`src/sample_set_statistics_unit_assert.svh`:
```
// Assertion macros shared by the statistics unit.
// Each use stands on a line of its own and needs no trailing semicolon.
`ifndef SAMPLE_SET_STATISTICS_UNIT_ASSERT_SVH
`define SAMPLE_SET_STATISTICS_UNIT_ASSERT_SVH

// The consequent must hold in the same cycle as the antecedent.
`define SSS_ASSERT_NOW(label, clk, rst_n, ante, cons, msg) \
  label: assert property (@(posedge clk) disable iff (!rst_n) (ante) |-> (cons)) \
    else $error(msg);

// The consequent must hold in the cycle after the antecedent.
`define SSS_ASSERT_NEXT(label, clk, rst_n, ante, cons, msg) \
  label: assert property (@(posedge clk) disable iff (!rst_n) (ante) |=> (cons)) \
    else $error(msg);

`endif

```
`src/sss_pkg.sv`:
```
`timescale 1ns / 1ps

package sss_pkg;

  // Set capacity and the widths that follow from it.
  localparam int MAX_SAMPLES = 128;
  localparam int SAMPLE_W    = 16;
  localparam int CNT_W       = $clog2(MAX_SAMPLES + 1);
  localparam int SUM_W       = SAMPLE_W + CNT_W;
  localparam int SQS_W       = 2 * SAMPLE_W + CNT_W;
  localparam int SQ_W        = 2 * SUM_W;
  localparam int RAD_W       = SQS_W + (SQS_W % 2);
  localparam int ROOT_W      = RAD_W / 2;
  localparam int OP_W        = SQ_W;
  localparam int REM_W       = ROOT_W + 3;
  localparam int STEP_W      = $clog2(OP_W);
  localparam int COUNT_W     = 8;
  localparam int STATUS_W    = 2;

  // Result status codes.
  typedef enum logic [STATUS_W-1:0] {
    STATUS_OK      = 2'd0,
    STATUS_SINGLE  = 2'd1,
    STATUS_DROPPED = 2'd2
  } status_e;

  // Operation of the shared divide and square-root unit.
  typedef enum logic {
    MODE_DIV,
    MODE_SQRT
  } iter_mode_e;

  // Sequencer states.
  typedef enum logic [3:0] {
    ST_IDLE,
    ST_MEAN_GO,
    ST_MEAN_WT,
    ST_QUO_GO,
    ST_QUO_WT,
    ST_VAR_GO,
    ST_VAR_WT,
    ST_ROOT_GO,
    ST_ROOT_WT,
    ST_LOAD
  } seq_state_e;

  // Input item.
  typedef struct packed {
    logic [SAMPLE_W-1:0] sample;
    logic                last;
  } sample_in_t;

  // Result item.
  typedef struct packed {
    logic [COUNT_W-1:0]  sample_count;
    logic [SAMPLE_W-1:0] mean;
    logic [SAMPLE_W-1:0] std_dev;
    logic [SAMPLE_W-1:0] largest;
    logic [SAMPLE_W-1:0] smallest;
    logic [STATUS_W-1:0] status;
  } stats_out_t;

  // Running set totals handed from the accumulator to the sequencer.
  typedef struct packed {
    logic [CNT_W-1:0]    cnt;
    logic [SUM_W-1:0]    sum;
    logic [SQS_W-1:0]    sumsq;
    logic [SAMPLE_W-1:0] largest;
    logic [SAMPLE_W-1:0] smallest;
    logic                ovf;
  } set_snapshot_t;

  // Command to the shared unit.
  typedef struct packed {
    logic       start;
    iter_mode_e mode;
  } iter_cmd_t;

  // Status of the shared unit.
  typedef struct packed {
    logic busy;
    logic done;
  } iter_stat_t;

endpackage

```
`src/sample_set_statistics_unit.sv`:
```
// Channel   Direction  Handshake               Payload
// input     in         in_valid_i / in_stall_o    sample_in_t  (sample, last)
// output    out        out_valid_o / out_stall_i  stats_out_t  (count, mean, std_dev, ...)
//
// A sample that is not the last of its set is taken at once, without a stall.
// The last sample holds the input stalled while the result is computed: three
// 48-step divides and a 20-step square root at one bit a cycle (only the mean
// divide for a single-sample set), each with a start and a wait state, then a load.
// The load waits while the previous result is still stalled at the output.
// Reset clears the running totals and the output valid; no clearing pass is needed.
`timescale 1ns / 1ps
`include "sample_set_statistics_unit_assert.svh"

module sample_set_statistics_unit import sss_pkg::*; (
  input  logic       clk_i,
  input  logic       rst_ni,
  input  logic       in_valid_i,
  output logic       in_stall_o,
  input  sample_in_t in_data_i,
  output logic       out_valid_o,
  input  logic       out_stall_i,
  output stats_out_t out_data_o
);

  logic             in_accept;
  set_snapshot_t    snap;
  iter_cmd_t        iter_cmd;
  iter_stat_t       iter_stat;
  logic [OP_W-1:0]  operand;
  logic [CNT_W-1:0] divisor;
  logic [OP_W-1:0]  quo;
  logic [REM_W-1:0] rem;
  logic             single_dev;
  logic             extremes_ok;

  assign in_accept = in_valid_i && !in_stall_o;

  // Running totals of the current set.
  sss_accum u_accum (
    .clk_i    (clk_i),
    .rst_ni   (rst_ni),
    .accept_i (in_accept),
    .item_i   (in_data_i),
    .snap_o   (snap)
  );

  // Shared divide and square-root unit.
  sss_iter_unit u_iter (
    .clk_i     (clk_i),
    .rst_ni    (rst_ni),
    .cmd_i     (iter_cmd),
    .operand_i (operand),
    .divisor_i (divisor),
    .stat_o    (iter_stat),
    .quo_o     (quo),
    .rem_o     (rem)
  );

  // Sequencer and output register.
  sss_seq u_seq (
    .clk_i       (clk_i),
    .rst_ni      (rst_ni),
    .capture_i   (in_accept && in_data_i.last),
    .snap_i      (snap),
    .iter_stat_i (iter_stat),
    .quo_i       (quo),
    .rem_i       (rem),
    .iter_cmd_o  (iter_cmd),
    .operand_o   (operand),
    .divisor_o   (divisor),
    .busy_o      (in_stall_o),
    .out_valid_o (out_valid_o),
    .out_stall_i (out_stall_i),
    .out_data_o  (out_data_o)
  );

  // Result properties checked below.
  assign single_dev  = (out_data_o.status == STATUS_SINGLE) && (out_data_o.std_dev != '0);
  assign extremes_ok = out_data_o.smallest <= out_data_o.largest;

  // The shared unit only runs while the input is held off.
  `SSS_ASSERT_NOW(a_iter_idle, clk_i, rst_ni, !in_stall_o, !iter_stat.busy, "shared unit busy")
  // A new result only follows a computation.
  `SSS_ASSERT_NOW(a_res_src, clk_i, rst_ni, $rose(out_valid_o), $past(in_stall_o), "stray result")
  // A single-sample set reports no deviation.
  `SSS_ASSERT_NOW(a_single_dev, clk_i, rst_ni, out_valid_o, !single_dev, "single with deviation")
  // Extremes are ordered in every result.
  `SSS_ASSERT_NOW(a_extremes, clk_i, rst_ni, out_valid_o, extremes_ok, "smallest above largest")

endmodule

```
`src/sss_accum.sv`:
```
`timescale 1ns / 1ps

module sss_accum import sss_pkg::*; (
  input  logic          clk_i,
  input  logic          rst_ni,
  input  logic          accept_i,
  input  sample_in_t    item_i,
  output set_snapshot_t snap_o
);

  set_snapshot_t             acc_q;
  set_snapshot_t             acc_d;
  logic                      room;
  logic [2*SAMPLE_W-1:0]     square;

  // Fold the incoming sample into the totals unless the set is full.
  always_comb begin
    room   = acc_q.cnt < CNT_W'(MAX_SAMPLES);
    square = item_i.sample * item_i.sample;
    acc_d  = acc_q;
    if (room) begin
      acc_d.cnt   = acc_q.cnt + CNT_W'(1);
      acc_d.sum   = acc_q.sum + SUM_W'(item_i.sample);
      acc_d.sumsq = acc_q.sumsq + SQS_W'(square);
      if (item_i.sample > acc_q.largest) begin
        acc_d.largest = item_i.sample;
      end
      if (item_i.sample < acc_q.smallest) begin
        acc_d.smallest = item_i.sample;
      end
    end else begin
      acc_d.ovf = 1'b1;
    end
  end

  // The last item of a set hands the totals over and starts a fresh set.
  always_ff @(posedge clk_i or negedge rst_ni) begin
    if (!rst_ni) begin
      acc_q.cnt      <= '0;
      acc_q.sum      <= '0;
      acc_q.sumsq    <= '0;
      acc_q.largest  <= '0;
      acc_q.smallest <= '1;
      acc_q.ovf      <= 1'b0;
    end else if (accept_i) begin
      if (item_i.last) begin
        acc_q.cnt      <= '0;
        acc_q.sum      <= '0;
        acc_q.sumsq    <= '0;
        acc_q.largest  <= '0;
        acc_q.smallest <= '1;
        acc_q.ovf      <= 1'b0;
      end else begin
        acc_q <= acc_d;
      end
    end
  end

  assign snap_o = acc_d;

endmodule

```
`src/sss_iter_unit.sv`:
```
`timescale 1ns / 1ps

module sss_iter_unit import sss_pkg::*; (
  input  logic             clk_i,
  input  logic             rst_ni,
  input  iter_cmd_t        cmd_i,
  input  logic [OP_W-1:0]  operand_i,
  input  logic [CNT_W-1:0] divisor_i,
  output iter_stat_t       stat_o,
  output logic [OP_W-1:0]  quo_o,
  output logic [REM_W-1:0] rem_o
);

  logic              busy_q;
  logic              done_q;
  iter_mode_e        mode_q;
  logic [STEP_W-1:0] step_q;
  logic [STEP_W-1:0] last_step_q;
  logic [OP_W-1:0]   op_q;
  logic [OP_W-1:0]   op_d;
  logic [REM_W-1:0]  rem_q;
  logic [OP_W-1:0]   quo_q;
  logic [CNT_W-1:0]  dvsr_q;
  logic [REM_W-1:0]  shifted;
  logic [REM_W-1:0]  trial;
  logic              fits;

  // One restoring step: a quotient bit per cycle, or a root bit per cycle.
  always_comb begin
    if (mode_q == MODE_SQRT) begin
      shifted = {rem_q[REM_W-3:0], op_q[OP_W-1 -: 2]};
      trial   = {quo_q[REM_W-3:0], 2'b01};
      op_d    = {op_q[OP_W-3:0], 2'b00};
    end else begin
      shifted = {rem_q[REM_W-2:0], op_q[OP_W-1]};
      trial   = REM_W'(dvsr_q);
      op_d    = {op_q[OP_W-2:0], 1'b0};
    end
    fits = shifted >= trial;
  end

  // Step counter and handshake with the sequencer.
  always_ff @(posedge clk_i or negedge rst_ni) begin
    if (!rst_ni) begin
      busy_q      <= 1'b0;
      done_q      <= 1'b0;
      mode_q      <= MODE_DIV;
      step_q      <= '0;
      last_step_q <= '0;
    end else begin
      done_q <= busy_q && (step_q == last_step_q);
      if (cmd_i.start) begin
        busy_q      <= 1'b1;
        mode_q      <= cmd_i.mode;
        step_q      <= '0;
        last_step_q <= (cmd_i.mode == MODE_SQRT) ? STEP_W'(ROOT_W - 1) : STEP_W'(OP_W - 1);
      end else if (busy_q) begin
        step_q <= step_q + STEP_W'(1);
        if (step_q == last_step_q) begin
          busy_q <= 1'b0;
        end
      end
    end
  end

  // Operand, partial remainder and result shift registers.
  always_ff @(posedge clk_i) begin
    if (cmd_i.start) begin
      op_q   <= operand_i;
      rem_q  <= '0;
      quo_q  <= '0;
      dvsr_q <= divisor_i;
    end else if (busy_q) begin
      op_q  <= op_d;
      rem_q <= fits ? (shifted - trial) : shifted;
      quo_q <= {quo_q[OP_W-2:0], fits};
    end
  end

  assign stat_o.busy = busy_q;
  assign stat_o.done = done_q;
  assign quo_o       = quo_q;
  assign rem_o       = rem_q;

endmodule

```
`src/sss_seq.sv`:
```
`timescale 1ns / 1ps

module sss_seq import sss_pkg::*; (
  input  logic             clk_i,
  input  logic             rst_ni,
  input  logic             capture_i,
  input  set_snapshot_t    snap_i,
  input  iter_stat_t       iter_stat_i,
  input  logic [OP_W-1:0]  quo_i,
  input  logic [REM_W-1:0] rem_i,
  output iter_cmd_t        iter_cmd_o,
  output logic [OP_W-1:0]  operand_o,
  output logic [CNT_W-1:0] divisor_o,
  output logic             busy_o,
  output logic             out_valid_o,
  input  logic             out_stall_i,
  output stats_out_t       out_data_o
);

  localparam logic [SAMPLE_W-1:0] DevMax = '1;

  seq_state_e          state_q;
  seq_state_e          state_d;
  set_snapshot_t       snap_q;
  logic [SAMPLE_W-1:0] mean_q;
  logic [SQ_W-1:0]     sq_q;
  logic [SQ_W-1:0]     sum_sq;
  logic [SQS_W-1:0]    sd_q;
  logic [SQS_W-1:0]    sd_d;
  logic [OP_W-1:0]     sumsq_ext;
  logic [OP_W-1:0]     sd_diff;
  logic [ROOT_W-1:0]   root;
  logic [SAMPLE_W-1:0] dev_q;
  logic                single;
  logic                load;
  stats_out_t          out_q;
  logic                out_valid_q;
  status_e             status;

  assign single = snap_q.cnt == CNT_W'(1);
  assign load   = (state_q == ST_LOAD) && (!out_valid_q || !out_stall_i);
  assign busy_o = state_q != ST_IDLE;

  // Next state and commands to the shared unit.
  always_comb begin
    state_d         = state_q;
    iter_cmd_o      = '{start: 1'b0, mode: MODE_DIV};
    operand_o       = '0;
    divisor_o       = snap_q.cnt;
    unique case (state_q)
      ST_IDLE: begin
        if (capture_i) begin
          state_d = ST_MEAN_GO;
        end
      end
      ST_MEAN_GO: begin
        iter_cmd_o.start = 1'b1;
        operand_o        = OP_W'(snap_q.sum);
        state_d          = ST_MEAN_WT;
      end
      ST_MEAN_WT: begin
        if (iter_stat_i.done) begin
          state_d = single ? ST_LOAD : ST_QUO_GO;
        end
      end
      ST_QUO_GO: begin
        iter_cmd_o.start = 1'b1;
        operand_o        = OP_W'(sq_q);
        state_d          = ST_QUO_WT;
      end
      ST_QUO_WT: begin
        if (iter_stat_i.done) begin
          state_d = ST_VAR_GO;
        end
      end
      ST_VAR_GO: begin
        iter_cmd_o.start = 1'b1;
        operand_o        = OP_W'(sd_q);
        divisor_o        = snap_q.cnt - CNT_W'(1);
        state_d          = ST_VAR_WT;
      end
      ST_VAR_WT: begin
        if (iter_stat_i.done) begin
          state_d = ST_ROOT_GO;
        end
      end
      ST_ROOT_GO: begin
        iter_cmd_o.start = 1'b1;
        iter_cmd_o.mode  = MODE_SQRT;
        operand_o        = {RAD_W'(sd_q), {(OP_W - RAD_W){1'b0}}};
        state_d          = ST_ROOT_WT;
      end
      ST_ROOT_WT: begin
        if (iter_stat_i.done) begin
          state_d = ST_LOAD;
        end
      end
      ST_LOAD: begin
        if (load) begin
          state_d = ST_IDLE;
        end
      end
      default: begin
        state_d = ST_IDLE;
      end
    endcase
  end

  always_ff @(posedge clk_i or negedge rst_ni) begin
    if (!rst_ni) begin
      state_q <= ST_IDLE;
    end else begin
      state_q <= state_d;
    end
  end

  // Square of the sum, and sumsq minus floor(sum^2 / n), less one when the
  // division left a remainder.
  assign sum_sq    = snap_q.sum * snap_q.sum;
  assign sumsq_ext = OP_W'(snap_q.sumsq);
  assign sd_diff   = sumsq_ext - quo_i - OP_W'(rem_i != '0);
  assign sd_d      = (sumsq_ext > quo_i) ? SQS_W'(sd_diff) : '0;
  assign root      = quo_i[ROOT_W-1:0];

  // Working registers of the result.
  always_ff @(posedge clk_i) begin
    if (capture_i && (state_q == ST_IDLE)) begin
      snap_q <= snap_i;
    end
    if (state_q == ST_MEAN_GO) begin
      sq_q <= sum_sq;
    end
    if (iter_stat_i.done) begin
      unique case (state_q)
        ST_MEAN_WT: begin
          mean_q <= SAMPLE_W'(quo_i);
          dev_q  <= '0;
        end
        ST_QUO_WT: begin
          sd_q <= sd_d;
        end
        ST_VAR_WT: begin
          sd_q <= SQS_W'(quo_i);
        end
        ST_ROOT_WT: begin
          dev_q <= (root > ROOT_W'(DevMax)) ? DevMax : SAMPLE_W'(root);
        end
        default: begin
        end
      endcase
    end
  end

  // Status of the set.
  always_comb begin
    if (snap_q.ovf) begin
      status = STATUS_DROPPED;
    end else if (single) begin
      status = STATUS_SINGLE;
    end else begin
      status = STATUS_OK;
    end
  end

  // Output register.
  always_ff @(posedge clk_i or negedge rst_ni) begin
    if (!rst_ni) begin
      out_valid_q <= 1'b0;
    end else if (load) begin
      out_valid_q <= 1'b1;
    end else if (!out_stall_i) begin
      out_valid_q <= 1'b0;
    end
  end

  always_ff @(posedge clk_i) begin
    if (load) begin
      out_q.sample_count <= COUNT_W'(snap_q.cnt);
      out_q.mean         <= mean_q;
      out_q.std_dev      <= dev_q;
      out_q.largest      <= snap_q.largest;
      out_q.smallest     <= snap_q.smallest;
      out_q.status       <= status;
    end
  end

  assign out_valid_o = out_valid_q;
  assign out_data_o  = out_q;

endmodule
```
`config.mk`:
```
export PLATFORM = sky130hd
export DESIGN_NAME = sample_set_statistics_unit
export DESIGN_NICKNAME = d
export VERILOG_FILES = /design/src/sss_pkg.sv /design/src/sample_set_statistics_unit.sv /design/src/sss_accum.sv /design/src/sss_iter_unit.sv /design/src/sss_seq.sv
export VERILOG_INCLUDE_DIRS = /design/src /design/src/src
export SDC_FILE = /design/constraint.sdc
export NUM_CORES = 2
export LEC_CHECK = 0
export BUFFER_PORTS_ARGS = -buffer_cell sky130_fd_sc_hd__buf_2
export CAP_MARGIN = 10
export CELL_PAD_IN_SITES_DETAIL_PLACEMENT = 0
export CELL_PAD_IN_SITES_GLOBAL_PLACEMENT = 1
export CORE_UTILIZATION = 35
export DETAILED_ROUTE_END_ITERATION = 10
export GPL_ROUTABILITY_DRIVEN = 1
export PLACE_DENSITY_LB_ADDON = 0.1
export SLEW_MARGIN = 15
export SYNTH_ARGS = -nofsm -noshare
export SYNTH_HDL_FRONTEND = slang
export SYNTH_SLANG_ARGS = --single-unit
```
`constraint.sdc`:
```
create_clock -name clk_i -period 8.4 [get_ports clk_i]
set_clock_uncertainty 0.05 [all_clocks]
set_input_delay 0.42 -clock clk_i [delete_from_list [all_inputs] [get_ports clk_i]]
set_output_delay 0.42 -clock clk_i [all_outputs]
set_load 0.01 [all_outputs]
```
==> impl_metrics.py <==
metrics = {
    "drt": {
        "drc": 0,
        "routed-via-count": 37750,
        "drtIter0Drc": 2331,
        "wire_per_inst_um": 20.21,
        "finalWirelength_mm": 154.5,
        "dr.pass1.iters": 5,
        "post_drt_via_cell_ratio": 4.939,
        "ant_nets": 0,
    },
    "finish": {
        "area_growth_pct": 9.611,
        "fill_cells": 15410,
        "final_nets": 6679,
        "drive_above_1_share_pct": 6.734,
        "insertedDiodeCount": 0,
    },
    "grt": {
        "grt_max_degree": 72,
        "grt_pass1_vias": 39640,
        "antenna_found_initial": 13,
        "overflow": 0,
        "grt_usage_pct": 20.08,
        "grt_pass1_wl_mm": 240.7,
    },
    "placement": {
        "gp_congestion": 0.8356,
        "io_buffers": 96,
        "dp_hpwl_mm": 119.3,
    },
    "critical_path": {
        "crit_required_ns": 8.73,
        "worstPathArrival_ns": 8.41,
        "cp_cell_sequence": "buf_4 -> nand2_1 -> fa_1 -> inv_1 -> fa_1 -> inv_1 -> fa_1 -> fa_1 -> inv_1 -> ha_1 -> fa_1 -> inv_1 -> fa_1 -> inv_1 -> ha_1 -> nand2_1 -> nor3_1 -> o311ai_0 -> nand2_1 -> a211o_1 -> o211ai_1 -> o2bb2ai_1 -> o21ai_1 -> xnor2_1",
        "reg2reg_from": "u_seq.snap_q[84]$_DFFE_PP_",
        "cpMostUsedCell": "fa_1",
        "critical_path_class": "flop to flop",
        "reg2reg_depth": 24,
        "r2r_end": "u_seq.sq_q[47]$_DFFE_PN_",
        "end_kind": "flop",
        "start_kind": "flop",
        "cp_slowest_cell": "edfxtp_1",
        "r2r_slack_ns": 0.32,
        "crit_fanout": 17,
        "slowest_delay_ns": 0.99,
    },
    "run_status": {
        "status": "finished clean",
    },
    "logic_synthesis": {
        "synthArstFlopShare_pct": 22.16,
        "synth.distinct_cells": 81,
        "netlist_top_cells_count": "inv_1 (1140), fa_1 (623), nand2_1 (531)",
        "synth_top_area_share_pct": 23.13,
        "synth.avg_cell_area_um2": 9.732,
        "yosysMostFrequentCell": "inv_1",
        "synth_fp_nets": 6657,
        "ys.flop_type": "edfxtp_1",
        "yosys.area.top_type": "fa_1",
        "synth_area_leaders": "fa_1 (23%), edfxtp_1 (20%), ha_1 (11%)",
        "synth-edff-count": 354,
        "syn_inst": 5541,
        "yosysWarnings": 0,
        "synth_area_um2": 53920,
        "ys_seq_elements": 546,
        "ys_seq_area_share_pct": 28.00,
    },
    "clock_tree": {
        "clock_latency_ns": 0.65,
        "clk_pin_slew_ns": 0.06,
        "cts_buffer_depth": 3,
        "htree_levels": 3,
        "cts_tree": "yes",
        "cts_made_buffers": 66,
        "clock-sinks": 546,
        "root_buffer": "clkbuf_16",
    },
    "timing": {
        "period_share_pct": 96.17,
        "rsz0062_at_grt": "no",
        "tightest_slew_ns": 1.143,
        "period_minus_slack_ns": 8.078,
        "report.final.slew_viol_count": 0,
        "setup_viol": 0,
        "finalSetupTns_ns": 0,
        "slew_headroom_pct": 23.13,
        "fmax_mhz": 123.8,
        "finalHoldViolations": 0,
    },
    "min_path": {
        "hold_end": "u_accum.acc_q[5]$_DFFE_PN1P_",
        "hp-class": "input port to flop",
        "hold_path_depth": 2,
        "min_from": "in_data_i[5]",
    },
    "floorplanning": {
        "die_w_um": 394.5,
        "rows": 143,
        "fp.dieArea_um2": 155600,
        "io_pins": 97,
        "die_h_um": 394.5,
        "initial_core_util_pct": 35.37,
        "core_area_um2": 152400,
    },
    "job": {
        "cap_violations": 0,
    },
}
==> sequential cells by signal, indices dropped and copies added (netlist names), 8 cells and up <==
signal            cells
u_seq.sq_q           47
u_iter.dvsr_q         8
u_seq.dev_q          16
u_seq.mean_q         16
u_seq.out_data_o     74
u_seq.snap_q        105
u_accum.acc_q       105
u_iter.op_q          48
u_iter.quo_o         48
u_iter.rem_o         23
u_seq.sd_q           40
==> critical path, delay by kind of cell (launching register included) <==
kind	cells	cell delay, ns
AOI/OAI and AO/OA	5	1.75
xor gates and xnor gates	1	0.14
adders and majority gates	8	3.63
buffers and inverters	6	0.58
DFF	1	0.99
and+or+nand+nor	4	0.65
==> cells by family (layout without fill, tap and decap cells) <==
logic type | after synthesis | in the layout | share of synthesized area, %
and+or+nand+nor | 1231 | 1231 | 10.66
DFF | 546 | 546 | 28.00
buffers and inverters | 1376 | 1448 | 9.601
AOI/OAI and AO/OA | 940 | 940 | 11.47
adders and majority gates | 1095 | 1095 | 34.08
muxes | 164 | 164 | 3.116
xor gates and xnor gates | 189 | 189 | 3.070
==> repair_timing <==
action / 4_1_cts / 5_1_grt
hold buffers: 2 / 0
resized for setup: 0 / 0
setup buffers: 0 / 5
endpoints found under the setup margin: 0 / 10
endpoints found under the hold margin: 36 / 0
==> layout by cell type, fill, tap and decap left out, types with 23 or more instances in the layout <==
cell type and n:
inv_1 1139, fa_1 623, nand2_1 529, ha_1 472
edfxtp_1 354, o21ai_0 288, nor2_1 213, a21oi_1 177
and2_1 174, mux2i_1 133, xnor2_1 113, a21o_1 106
dfrtp_1 102, buf_2 94, buf_4 87, xor2_1 76
nor3_1 73, dfxtp_1 71, clkbuf_16 68, a221o_1 49
nand3_1 44, nand4_1 41, o21a_1 33, o21bai_1 31
mux2_2 31, nor2b_1 30, a22oi_1 28, a22o_1 28
a31oi_1 24, nand2b_1 23
==> per-stage QoR <==
| stage | worst slack [ns] | utilization (%) | cells | hold slack [ns] | area, um2 |
|---|---|---|---|---|---|
| after floorplan | 1.312 | - | 5541 | 0.07441 | 53920 |
| after global placement | 0.2102 | 37.27 | 7517 | 0.3510 | 56820 |
| after detailed placement | 0.1741 | 37.27 | 7517 | 0.3545 | 56820 |
| after CTS | 0.1051 | 38.72 | 7637 | 0.1423 | 59020 |
| after global routing | 0.04052 | 38.77 | 7643 | 0.1702 | 59110 |
| final | 0.3216 | 38.77 | 7643 | 0.1809 | 59110 |
==> area by class of cell <==
| class | instances | area [um2] | area share [%] |
|---|---|---|---|
| clock inverters | 35 | 390.4 | 0.6605 |
| repair buffers | 188 | 1226 | 2.075 |
| well taps | 2030 | 2540 | 4.297 |
| inverters | 1142 | 4290 | 7.259 |
| clock buffers | 83 | 1788 | 3.025 |
| multi-input cells | 3619 | 33760 | 57.12 |
| flip-flops and latches | 546 | 15110 | 25.57 |
==> worst max path at each step <==
stage / startpoint / end / cells past startpoint
2_1_floorplan: u_seq.snap_q[90]$_DFFE_PP_ / u_seq.sq_q[42]$_DFFE_PN_ / 26
3_3_place_gp: u_seq.snap_q[83]$_DFFE_PP_ / u_seq.sq_q[40]$_DFFE_PN_ / 22
3_5_place_dp: u_seq.snap_q[83]$_DFFE_PP_ / u_seq.sq_q[42]$_DFFE_PN_ / 23
4_1_cts: u_seq.snap_q[83]$_DFFE_PP_ / u_seq.sq_q[42]$_DFFE_PN_ / 23
5_1_grt: u_seq.snap_q[73]$_DFFE_PP_ / u_seq.sq_q[47]$_DFFE_PN_ / 21
6_report: u_seq.snap_q[84]$_DFFE_PP_ / u_seq.sq_q[47]$_DFFE_PN_ / 24
==> routing by layer <==
| layer | share of wire (%) | vias up | GRT usage, % |
|---|---|---|---|
| met4 | 2.0 | 2 | 4.160 |
| li1 | - | 18130 | - |
| met2 | 47 | 563 | 32.81 |
| met3 | 3.1 | 145 | 2.217 |
| met1 | 48 | 18910 | 28.63 |
| met5 | 0.0084 | - | 0 |
Power is left out: the tool's default activity adds up to more than one toggle a clock period on the data nets, which glitch-free logic cannot reach.
